===== src/rtl/core/pidaw_pkg.sv =====
package pidaw_pkg;

    localparam int CFG_IDX_W  = 3;
    localparam int CFG_DATA_W = 24;

    localparam logic [CFG_IDX_W-1:0] CFG_GAIN_P      = 3'd0;
    localparam logic [CFG_IDX_W-1:0] CFG_GAIN_I      = 3'd1;
    localparam logic [CFG_IDX_W-1:0] CFG_GAIN_D      = 3'd2;
    localparam logic [CFG_IDX_W-1:0] CFG_INTEG_BOUND = 3'd3;
    localparam logic [CFG_IDX_W-1:0] CFG_DRIVE_BOUND = 3'd4;

    localparam logic [23:0] BOUND_RESET = 24'd25600;

    localparam logic signed [16:0] DECAY_NUM   = 17'sd62259;
    localparam int                 DECAY_SHIFT = 16;

    typedef logic [1:0] t_mul_sel;

    localparam t_mul_sel MUL_P   = 2'd0;
    localparam t_mul_sel MUL_I   = 2'd1;
    localparam t_mul_sel MUL_D   = 2'd2;
    localparam t_mul_sel MUL_DEC = 2'd3;

    typedef struct packed {
        logic signed [15:0] gain_p;
        logic signed [15:0] gain_i;
        logic signed [15:0] gain_d;
        logic [23:0]        integral_bound;
        logic [23:0]        drive_bound;
    } t_cfg;

    typedef struct packed {
        logic     load_err;
        logic     clear;
        t_mul_sel mul_sel;
        logic     load_prop;
        logic     load_asum;
        logic     load_deriv;
        logic     load_acc;
        logic     load_sum;
        logic     load_out;
    } t_cmd;

endpackage


===== src/rtl/core/pidaw_cfg.sv =====
module pidaw_cfg
    import pidaw_pkg::*;
(
    input  logic                  i_clk,
    input  logic                  i_rst_n,
    input  logic                  i_cfg_valid,
    input  logic [CFG_IDX_W-1:0]  i_cfg_index,
    input  logic [CFG_DATA_W-1:0] i_cfg_data,
    output t_cfg                  o_cfg
);

    t_cfg r_cfg;
    t_cfg n_cfg;

    always_comb begin
        n_cfg = r_cfg;
        if (i_cfg_valid) begin
            unique case (i_cfg_index)
                CFG_GAIN_P:      n_cfg.gain_p         = $signed(i_cfg_data[15:0]);
                CFG_GAIN_I:      n_cfg.gain_i         = $signed(i_cfg_data[15:0]);
                CFG_GAIN_D:      n_cfg.gain_d         = $signed(i_cfg_data[15:0]);
                CFG_INTEG_BOUND: n_cfg.integral_bound = i_cfg_data;
                CFG_DRIVE_BOUND: n_cfg.drive_bound    = i_cfg_data;
                default:         n_cfg                = r_cfg;
            endcase
        end
    end

    always_ff @(posedge i_clk) begin
        if (!i_rst_n) begin
            r_cfg.gain_p         <= '0;
            r_cfg.gain_i         <= '0;
            r_cfg.gain_d         <= '0;
            r_cfg.integral_bound <= BOUND_RESET;
            r_cfg.drive_bound    <= BOUND_RESET;
        end else begin
            r_cfg <= n_cfg;
        end
    end

    assign o_cfg = r_cfg;

endmodule


===== src/rtl/core/pidaw_ctrl.sv =====
module pidaw_ctrl
    import pidaw_pkg::*;
(
    input  logic i_clk,
    input  logic i_rst_n,
    input  logic i_valid,
    input  logic i_kind,
    output logic o_ready,
    output logic o_valid,
    input  logic i_ready,
    output t_cmd o_cmd
);

    localparam logic [2:0] S_IDLE  = 3'd0;
    localparam logic [2:0] S_MUL_P = 3'd1;
    localparam logic [2:0] S_MUL_I = 3'd2;
    localparam logic [2:0] S_MUL_D = 3'd3;
    localparam logic [2:0] S_DECAY = 3'd4;
    localparam logic [2:0] S_INTEG = 3'd5;
    localparam logic [2:0] S_SUM   = 3'd6;
    localparam logic [2:0] S_OUT   = 3'd7;

    logic [2:0] r_state;
    logic [2:0] n_state;
    logic       r_out_valid;
    logic       n_out_valid;
    logic       in_beat;
    t_cmd       cmd;

    assign o_ready = (r_state == S_IDLE);
    assign in_beat = i_valid && o_ready;

    always_comb begin
        cmd     = '0;
        n_state = r_state;
        cmd.mul_sel = MUL_P;
        unique case (r_state)
            S_IDLE: begin
                if (in_beat) begin
                    cmd.load_err = !i_kind;
                    cmd.clear    = i_kind;
                    n_state      = i_kind ? S_OUT : S_MUL_P;
                end
            end
            S_MUL_P: begin
                cmd.mul_sel = MUL_P;
                n_state     = S_MUL_I;
            end
            S_MUL_I: begin
                cmd.mul_sel   = MUL_I;
                cmd.load_prop = 1'b1;
                n_state       = S_MUL_D;
            end
            S_MUL_D: begin
                cmd.mul_sel   = MUL_D;
                cmd.load_asum = 1'b1;
                n_state       = S_DECAY;
            end
            S_DECAY: begin
                cmd.mul_sel    = MUL_DEC;
                cmd.load_deriv = 1'b1;
                n_state        = S_INTEG;
            end
            S_INTEG: begin
                cmd.load_acc = 1'b1;
                n_state      = S_SUM;
            end
            S_SUM: begin
                cmd.load_sum = 1'b1;
                n_state      = S_OUT;
            end
            S_OUT: begin
                cmd.load_out = !r_out_valid || i_ready;
                if (cmd.load_out) begin
                    n_state = S_IDLE;
                end
            end
            default: n_state = S_IDLE;
        endcase
    end

    always_comb begin
        n_out_valid = r_out_valid;
        if (cmd.load_out) begin
            n_out_valid = 1'b1;
        end else if (r_out_valid && i_ready) begin
            n_out_valid = 1'b0;
        end
    end

    always_ff @(posedge i_clk) begin
        if (!i_rst_n) begin
            r_state     <= S_IDLE;
            r_out_valid <= 1'b0;
        end else begin
            r_state     <= n_state;
            r_out_valid <= n_out_valid;
        end
    end

    assign o_valid = r_out_valid;
    assign o_cmd   = cmd;

`ifndef SYNTHESIS
    a_step_starts: assert property (@(posedge i_clk) disable iff (!i_rst_n)
        (in_beat && !i_kind) |=> (r_state == S_MUL_P))
        else $error("compute beat did not start the multiply sequence");

    a_clear_to_out: assert property (@(posedge i_clk) disable iff (!i_rst_n)
        (in_beat && i_kind) |=> (r_state == S_OUT))
        else $error("clear beat did not go straight to output");

    a_load_sets_valid: assert property (@(posedge i_clk) disable iff (!i_rst_n)
        cmd.load_out |=> r_out_valid)
        else $error("result loaded without valid");

    a_hold_out: assert property (@(posedge i_clk) disable iff (!i_rst_n)
        ((r_state == S_OUT) && r_out_valid && !i_ready) |=> (r_state == S_OUT))
        else $error("left output state while result still pending");

    a_integ_order: assert property (@(posedge i_clk) disable iff (!i_rst_n)
        (r_state == S_SUM) |-> ($past(r_state) == S_INTEG))
        else $error("sum stage reached without integral update");
`endif

endmodule


===== src/rtl/core/pidaw_dp.sv =====
module pidaw_dp
    import pidaw_pkg::*;
#(
    parameter int FRAC_BITS = 8
) (
    input  logic               i_clk,
    input  logic               i_rst_n,
    input  t_cmd               i_cmd,
    input  t_cfg               i_cfg,
    input  logic signed [15:0] i_target,
    input  logic signed [15:0] i_measured,
    output logic signed [24:0] o_drive,
    output logic signed [24:0] o_prop_term,
    output logic signed [24:0] o_integ_term,
    output logic signed [25:0] o_deriv_term
);

    localparam int TERM_W = 33 - FRAC_BITS;
    localparam int DT_W   = 34 - FRAC_BITS;
    localparam int AS_W   = ((TERM_W > 25) ? TERM_W : 25) + 1;
    localparam int MA_W   = (AS_W > 18) ? AS_W : 18;
    localparam int PR_W   = MA_W + 17;
    localparam int MX_W   = (DT_W > 25) ? DT_W : 25;
    localparam int SUM_W  = MX_W + 2;
    localparam logic signed [17:0] ONE = 18'(1 << FRAC_BITS);

    logic signed [16:0]       r_err;
    logic signed [17:0]       r_derr;
    logic signed [16:0]       r_last_err;
    logic signed [PR_W-1:0]   r_prod;
    logic signed [TERM_W-1:0] r_prop;
    logic signed [AS_W-1:0]   r_asum;
    logic signed [DT_W-1:0]   r_deriv;
    logic signed [24:0]       r_acc;
    logic signed [SUM_W-1:0]  r_sum;

    logic signed [16:0]       err_c;
    logic signed [17:0]       derr_c;
    logic signed [MA_W-1:0]   mul_a;
    logic signed [16:0]       mul_b;
    logic signed [PR_W-1:0]   prod_sh;
    logic signed [PR_W-1:0]   dec_sh;
    logic signed [TERM_W-1:0] term_pi;
    logic signed [DT_W-1:0]   term_d;
    logic signed [AS_W-1:0]   asum_c;
    logic signed [AS_W-1:0]   dec_v;
    logic signed [AS_W-1:0]   acc_pre;
    logic signed [AS_W-1:0]   bnd_i;
    logic signed [AS_W-1:0]   acc_cl;
    logic signed [17:0]       err_x;
    logic                     window;
    logic signed [SUM_W-1:0]  prop_x;
    logic signed [SUM_W-1:0]  acc_x;
    logic signed [SUM_W-1:0]  deriv_x;
    logic signed [SUM_W-1:0]  bnd_d;
    logic signed [SUM_W-1:0]  drv_cl;

    assign err_c  = 17'(i_measured) - 17'(i_target);
    assign derr_c = 18'(err_c) - 18'(r_last_err);

    always_comb begin
        unique case (i_cmd.mul_sel)
            MUL_P: begin
                mul_a = MA_W'(r_err);
                mul_b = 17'(i_cfg.gain_p);
            end
            MUL_I: begin
                mul_a = MA_W'(r_err);
                mul_b = 17'(i_cfg.gain_i);
            end
            MUL_D: begin
                mul_a = MA_W'(r_derr);
                mul_b = 17'(i_cfg.gain_d);
            end
            MUL_DEC: begin
                mul_a = MA_W'(r_asum);
                mul_b = DECAY_NUM;
            end
        endcase
    end

    assign prod_sh = r_prod >>> FRAC_BITS;
    assign dec_sh  = r_prod >>> DECAY_SHIFT;
    assign term_pi = $signed(prod_sh[TERM_W-1:0]);
    assign term_d  = $signed(prod_sh[DT_W-1:0]);
    assign dec_v   = $signed(dec_sh[AS_W-1:0]);
    assign asum_c  = AS_W'(r_acc) + AS_W'(term_pi);

    assign err_x   = 18'(r_err);
    assign window  = (err_x > -ONE) && (err_x < ONE);
    assign acc_pre = window ? dec_v : r_asum;
    assign bnd_i   = AS_W'($signed({1'b0, i_cfg.integral_bound}));

    always_comb begin
        priority if (acc_pre > bnd_i) begin
            acc_cl = bnd_i;
        end else if (acc_pre < -bnd_i) begin
            acc_cl = -bnd_i;
        end else begin
            acc_cl = acc_pre;
        end
    end

    assign prop_x  = SUM_W'(r_prop);
    assign acc_x   = SUM_W'(r_acc);
    assign deriv_x = SUM_W'(r_deriv);
    assign bnd_d   = SUM_W'($signed({1'b0, i_cfg.drive_bound}));

    always_comb begin
        priority if (r_sum > bnd_d) begin
            drv_cl = bnd_d;
        end else if (r_sum < -bnd_d) begin
            drv_cl = -bnd_d;
        end else begin
            drv_cl = r_sum;
        end
    end

    always_ff @(posedge i_clk) begin
        if (!i_rst_n) begin
            r_acc      <= '0;
            r_last_err <= '0;
        end else if (i_cmd.clear) begin
            r_acc      <= '0;
            r_last_err <= '0;
        end else if (i_cmd.load_acc) begin
            r_acc      <= $signed(acc_cl[24:0]);
            r_last_err <= r_err;
        end
    end

    always_ff @(posedge i_clk) begin
        r_prod <= mul_a * mul_b;
        if (i_cmd.load_err) begin
            r_err  <= err_c;
            r_derr <= derr_c;
        end
        if (i_cmd.clear) begin
            r_prop  <= '0;
            r_deriv <= '0;
            r_sum   <= '0;
        end else begin
            if (i_cmd.load_prop) begin
                r_prop <= term_pi;
            end
            if (i_cmd.load_asum) begin
                r_asum <= asum_c;
            end
            if (i_cmd.load_deriv) begin
                r_deriv <= term_d;
            end
            if (i_cmd.load_sum) begin
                r_sum <= prop_x + acc_x + deriv_x;
            end
        end
        if (i_cmd.load_out) begin
            o_drive      <= $signed(drv_cl[24:0]);
            o_prop_term  <= $signed(prop_x[24:0]);
            o_integ_term <= r_acc;
            o_deriv_term <= $signed(deriv_x[25:0]);
        end
    end

endmodule


===== src/rtl/core/pid_controller_antiwindup.sv =====
// PID step with integral clamp, integral decay inside one unit of error and output
// clamp, signed fixed point with FRAC_BITS fraction bits. In a compute item the four
// products (proportional, integral, derivative, decay) go in turn through one registered
// multiplier, followed by the integral clamp, the three-term sum and the output clamp.
// A clear item goes from idle straight to the output state. The result is held in an
// output register until taken; no input beat is taken while an item is in progress, only
// once its result is loaded there. Configuration writes are taken on every cycle.
module pid_controller_antiwindup
    import pidaw_pkg::*;
#(
    parameter int FRAC_BITS = 8
) (
    input  logic                  i_clk,
    input  logic                  i_rst_n,
    input  logic                  i_valid,
    output logic                  o_ready,
    input  logic                  i_kind,
    input  logic signed [15:0]    i_target,
    input  logic signed [15:0]    i_measured,
    output logic                  o_valid,
    input  logic                  i_ready,
    output logic signed [24:0]    o_drive,
    output logic signed [24:0]    o_prop_term,
    output logic signed [24:0]    o_integ_term,
    output logic signed [25:0]    o_deriv_term,
    input  logic                  i_cfg_valid,
    output logic                  o_cfg_ready,
    input  logic [CFG_IDX_W-1:0]  i_cfg_index,
    input  logic [CFG_DATA_W-1:0] i_cfg_data
);

    t_cmd cmd;
    t_cfg cfg;

    assign o_cfg_ready = 1'b1;

    pidaw_cfg u_cfg (
        .i_clk       (i_clk),
        .i_rst_n     (i_rst_n),
        .i_cfg_valid (i_cfg_valid),
        .i_cfg_index (i_cfg_index),
        .i_cfg_data  (i_cfg_data),
        .o_cfg       (cfg)
    );

    pidaw_ctrl u_ctrl (
        .i_clk   (i_clk),
        .i_rst_n (i_rst_n),
        .i_valid (i_valid),
        .i_kind  (i_kind),
        .o_ready (o_ready),
        .o_valid (o_valid),
        .i_ready (i_ready),
        .o_cmd   (cmd)
    );

    pidaw_dp #(
        .FRAC_BITS (FRAC_BITS)
    ) u_dp (
        .i_clk        (i_clk),
        .i_rst_n      (i_rst_n),
        .i_cmd        (cmd),
        .i_cfg        (cfg),
        .i_target     (i_target),
        .i_measured   (i_measured),
        .o_drive      (o_drive),
        .o_prop_term  (o_prop_term),
        .o_integ_term (o_integ_term),
        .o_deriv_term (o_deriv_term)
    );

endmodule


===== config.mk =====
export PLATFORM = sky130hd
export DESIGN_NAME = pid_controller_antiwindup
export DESIGN_NICKNAME = d
export VERILOG_FILES = /design/src/rtl/core/pidaw_pkg.sv /design/src/rtl/core/pidaw_cfg.sv /design/src/rtl/core/pidaw_ctrl.sv /design/src/rtl/core/pidaw_dp.sv /design/src/rtl/core/pid_controller_antiwindup.sv
export SDC_FILE = /design/constraint.sdc
export NUM_CORES = 2
export LEC_CHECK = 0
export BUFFER_PORTS_ARGS = -buffer_cell sky130_fd_sc_hd__buf_2
export CORE_MARGIN = 2
export CORE_UTILIZATION = 50
export CTS_BUF_LIST = sky130_fd_sc_hd__clkbuf_4 sky130_fd_sc_hd__clkbuf_8
export DETAILED_ROUTE_END_ITERATION = 6
export PLACE_DENSITY_LB_ADDON = 0.1
export SLEW_MARGIN = 20
export SYNTH_ARGS = -nofsm -noshare
export SYNTH_HDL_FRONTEND = slang
export SYNTH_SLANG_ARGS = --single-unit

===== constraint.sdc =====
create_clock -name i_clk -period 14.3 [get_ports i_clk]
set_input_delay 0.715 -clock i_clk [delete_from_list [all_inputs] [get_ports i_clk]]
set_output_delay 0.715 -clock i_clk [all_outputs]
set_load 0.005 [all_outputs]

==> out/metrics.cfg <==
[run_status]
status = finished clean

[clocking]
ctsLongestPathBuffers = 3
hold_buffers = 0
clk_latency_ps = 680
htreeDepth = 3
ctsResizeCount = 0
cts_tree = built
clk_pin_slew_ps = 60
cts_root_buf = clkbuf_8
numCtsBuffers = 73
clock_sinks = 416
postCtsSetupBuffers = 0

[worst_setup_path]
critPathMaxFanout = 48
crit_type = reg2reg
end_kind = flip-flop
cpPeakStageDelay_ps = 820
crit_path_frequent_cell = fa_1
cp.required_ps = 14840
cp_data_arrival_time_ps = 9610
start_kind = flip-flop
crit_slowest_cell = nand2_1

[route]
vias = 30100
avgRoutedWirePerCell_um = 21.9
wl_um = 118000
vias_per_cell = 5.58
dr.pass1.iters = 6
drc = 0
ant_nets = 0
drt-initial-drc-count = 2204

[sta]
finalSetupViolations = 0
hold_violations = 0
worst_pin_slew_ps = 1190
min_period_ps = 9070
rsz0062_at_grt = no
slew_headroom_pct = 20.4
clock_skew_ps = 64.0
finalHoldWorstSlack_ps = 331
fmax_mhz = 110
finalCritPeriodShare_pct = 63.4
tns_ps = 0
drv_slew = 0

[hold_path]
hold_class = in2reg

[power_and_ir_drop]
power_frac_seq_pct = 18.3
p_int_mw = 5.25
leakage_nw = 19.1
clkPwrFrac_pct = 11.9
combPwrFrac_pct = 69.9
swShare_pct = 49.4
switching_power_mw = 5.13
p_per_area_nw_per_um2 = 250
ir_worst_vdd_mv = 0.321

[placement]
hpwl_um = 92300
io_buffers = 167
placed_area_um2 = 39900
gp_congestion = 0.972

[synth]
synth_seq_cells = 416
syn-num-nets = 5036
synth_ff_type = dfxtp_1
syn_inst = 4235
ys_types = 79
synth_top_area_share_pct = 23.9
synth.area.top_cells = fa_1 24%, dfxtp_1 13%, edfxtp_1 13%
netlist_area_um2 = 38000
synth_top_area_cell = fa_1
postSynth.asyncResetShare_pct = 0
ys_seq_area_share_pct = 26.2
synth_warnings = 0
synth_edf_count = 162
avgSynthCellArea_um2 = 8.96

[die]
core_um2 = 75600
initial_core_util_pct = 50.2
row_count = 101
die_w_um = 280
ios = 169
dieHeight_um = 280
die-area_um2 = 78100

[global_route]
grt_usage_pct = 30.8
use_met2_pct = 51.3
met1_usage_pct = 38.7
grt_max_degree = 102
grt_busiest_layer = met2
gr-total-overflow = 0
gr-usage-met3_pct = 5.10
antenna_found_initial = 5
grt_first_pass_wirelength_um = 182000
grt_pass1_vias = 30500

[cells_and_area]
final_cell_area_um2 = 41500
area_delta_synth_final_pct = 9.32
fillCellCount = 7053
final_nets = 5154
drive_gt1_share_pct = 9.25

[run]
drv_cap = 0

## power by group through the flow
stage / Combinational [mW] / Sequential (mW) / Clock [mW]
6_report: 7.26 / 1.90 / 1.23
5_1_grt: 8.28 / 1.91 / 1.31
4_1_cts: 7.27 / 1.89 / 1.25
3_5_place_dp: 7.23 / 1.92 / 0
3_3_place_gp: 7.16 / 1.92 / 0
2_1_floorplan: 5.34 / 1.74 / 0
## cells in the final DEF, fill, tap and decap left out, types with 26 or more instances in the layout
cell,instances
nand2_1,744
inv_1,656
fa_1,454
ha_1,282
nor2_1,258
dfxtp_1,254
a21oi_1,215
buf_2,167
edfxtp_1,162
o21ai_0,119
xnor2_1,117
a21boi_0,99
clkbuf_8,82
a21o_1,69
nand3_1,60
nor3_1,58
buf_4,52
o21a_1,39
o211ai_1,30
mux2i_1,29
xor2_1,26
## state kept, by name, indices dropped and copies added (netlist names)
signal,cells
u_dp.o_deriv_term,26
u_dp.r_prop,25
u_ctrl.o_valid,1
u_dp.r_prod,34
u_dp.r_acc,25
u_cfg.o_cfg,96
u_dp.r_last_err,17
u_dp.o_integ_term,25
u_dp.r_deriv,26
u_dp.r_asum,26
u_dp.r_derr,18
u_dp.r_sum,27
u_dp.o_prop_term,25
u_dp.r_err,17
u_dp.o_drive,25
u_ctrl.r_state,3
## routing by layer
layer	vias to the layer above	part of all wire [%]
met5	-	0.023
met4	4	5.6
li1	14000	-
met1	14700	40
met2	1090	47
met3	270	6.8
## area by class of cell
type,count,area [µm²],share of cell area (%)
flip-flops and latches,416,9950,24.0
clock buffers,99,1260,3.03
well taps,978,1220,2.95
multi-input cells,2985,25000,60.2
repair buffers,219,1230,2.96
clock inverters,36,372,0.896
diodes,3,7.51,0.0181
inverters,658,2470,5.95
## cells in the mapped netlist (all sizes together) (12+ instances only)
cell type and n:
a211oi 23, a21boi 99, a21o 69, a21oi 220, a22oi 18, a31oi 12
and2 12, and3 16, clkbuf 166, dfxtp 254, edfxtp 162, fa 454
ha 282, inv 657, mux2 23, mux2i 29, nand2 745, nand2b 19
nand3 60, nand4 24, nor2 261, nor2b 24, nor3 58, nor4 15
o211ai 30, o21a 39, o21ai 128, o22a 15, o22ai 14, or3 25
xnor2 117, xor2 26
## final timing paths
check                      start                  end  slack (ps)  cells past startpoint
max            u_ctrl.r_state[2]      u_dp.r_prod[41]        5230                     27
min               i_cfg_data[16]      u_cfg.o_cfg[16]         330                      3
max reg2reg    u_ctrl.r_state[2]      u_dp.r_prod[41]        5230                     27
min reg2reg  u_dp.r_last_err[10]  u_dp.r_last_err[10]         460                      2
## worst max-delay path: cells and delay by family, from the launching register on
family	cells	cell delay (ps)
AOI/OAI and AO/OA	10	2740
adders and majority gates	7	3320
DFF	1	590
and+or+nand+nor	4	1650
buffers and inverters	6	610
## logic make-up after synthesis
group	synth area share (%)
buffers and inverters	8.28
multiplexers	1.45
other	0.00988
XOR/XNOR	3.30
flip-flops	26.2
AND/OR/NAND/NOR	14.6
adder cells (fa/ha/maj)	33.2
AO/OA/AOI/OAI	12.9
## through the flow
step,utilization (%),setup slack (ps),cells,total power [mW]
2_1_floorplan,-,6500,4235,7.09
3_3_place_gp,52.7,5420,5256,9.07
3_5_place_dp,52.7,5320,5256,9.15
4_1_cts,54.9,5300,5391,10.4
5_1_grt,54.9,4510,5393,11.5
6_report,54.9,5230,5394,10.4
No activity file was read; power rests on OpenSTA's default activity.
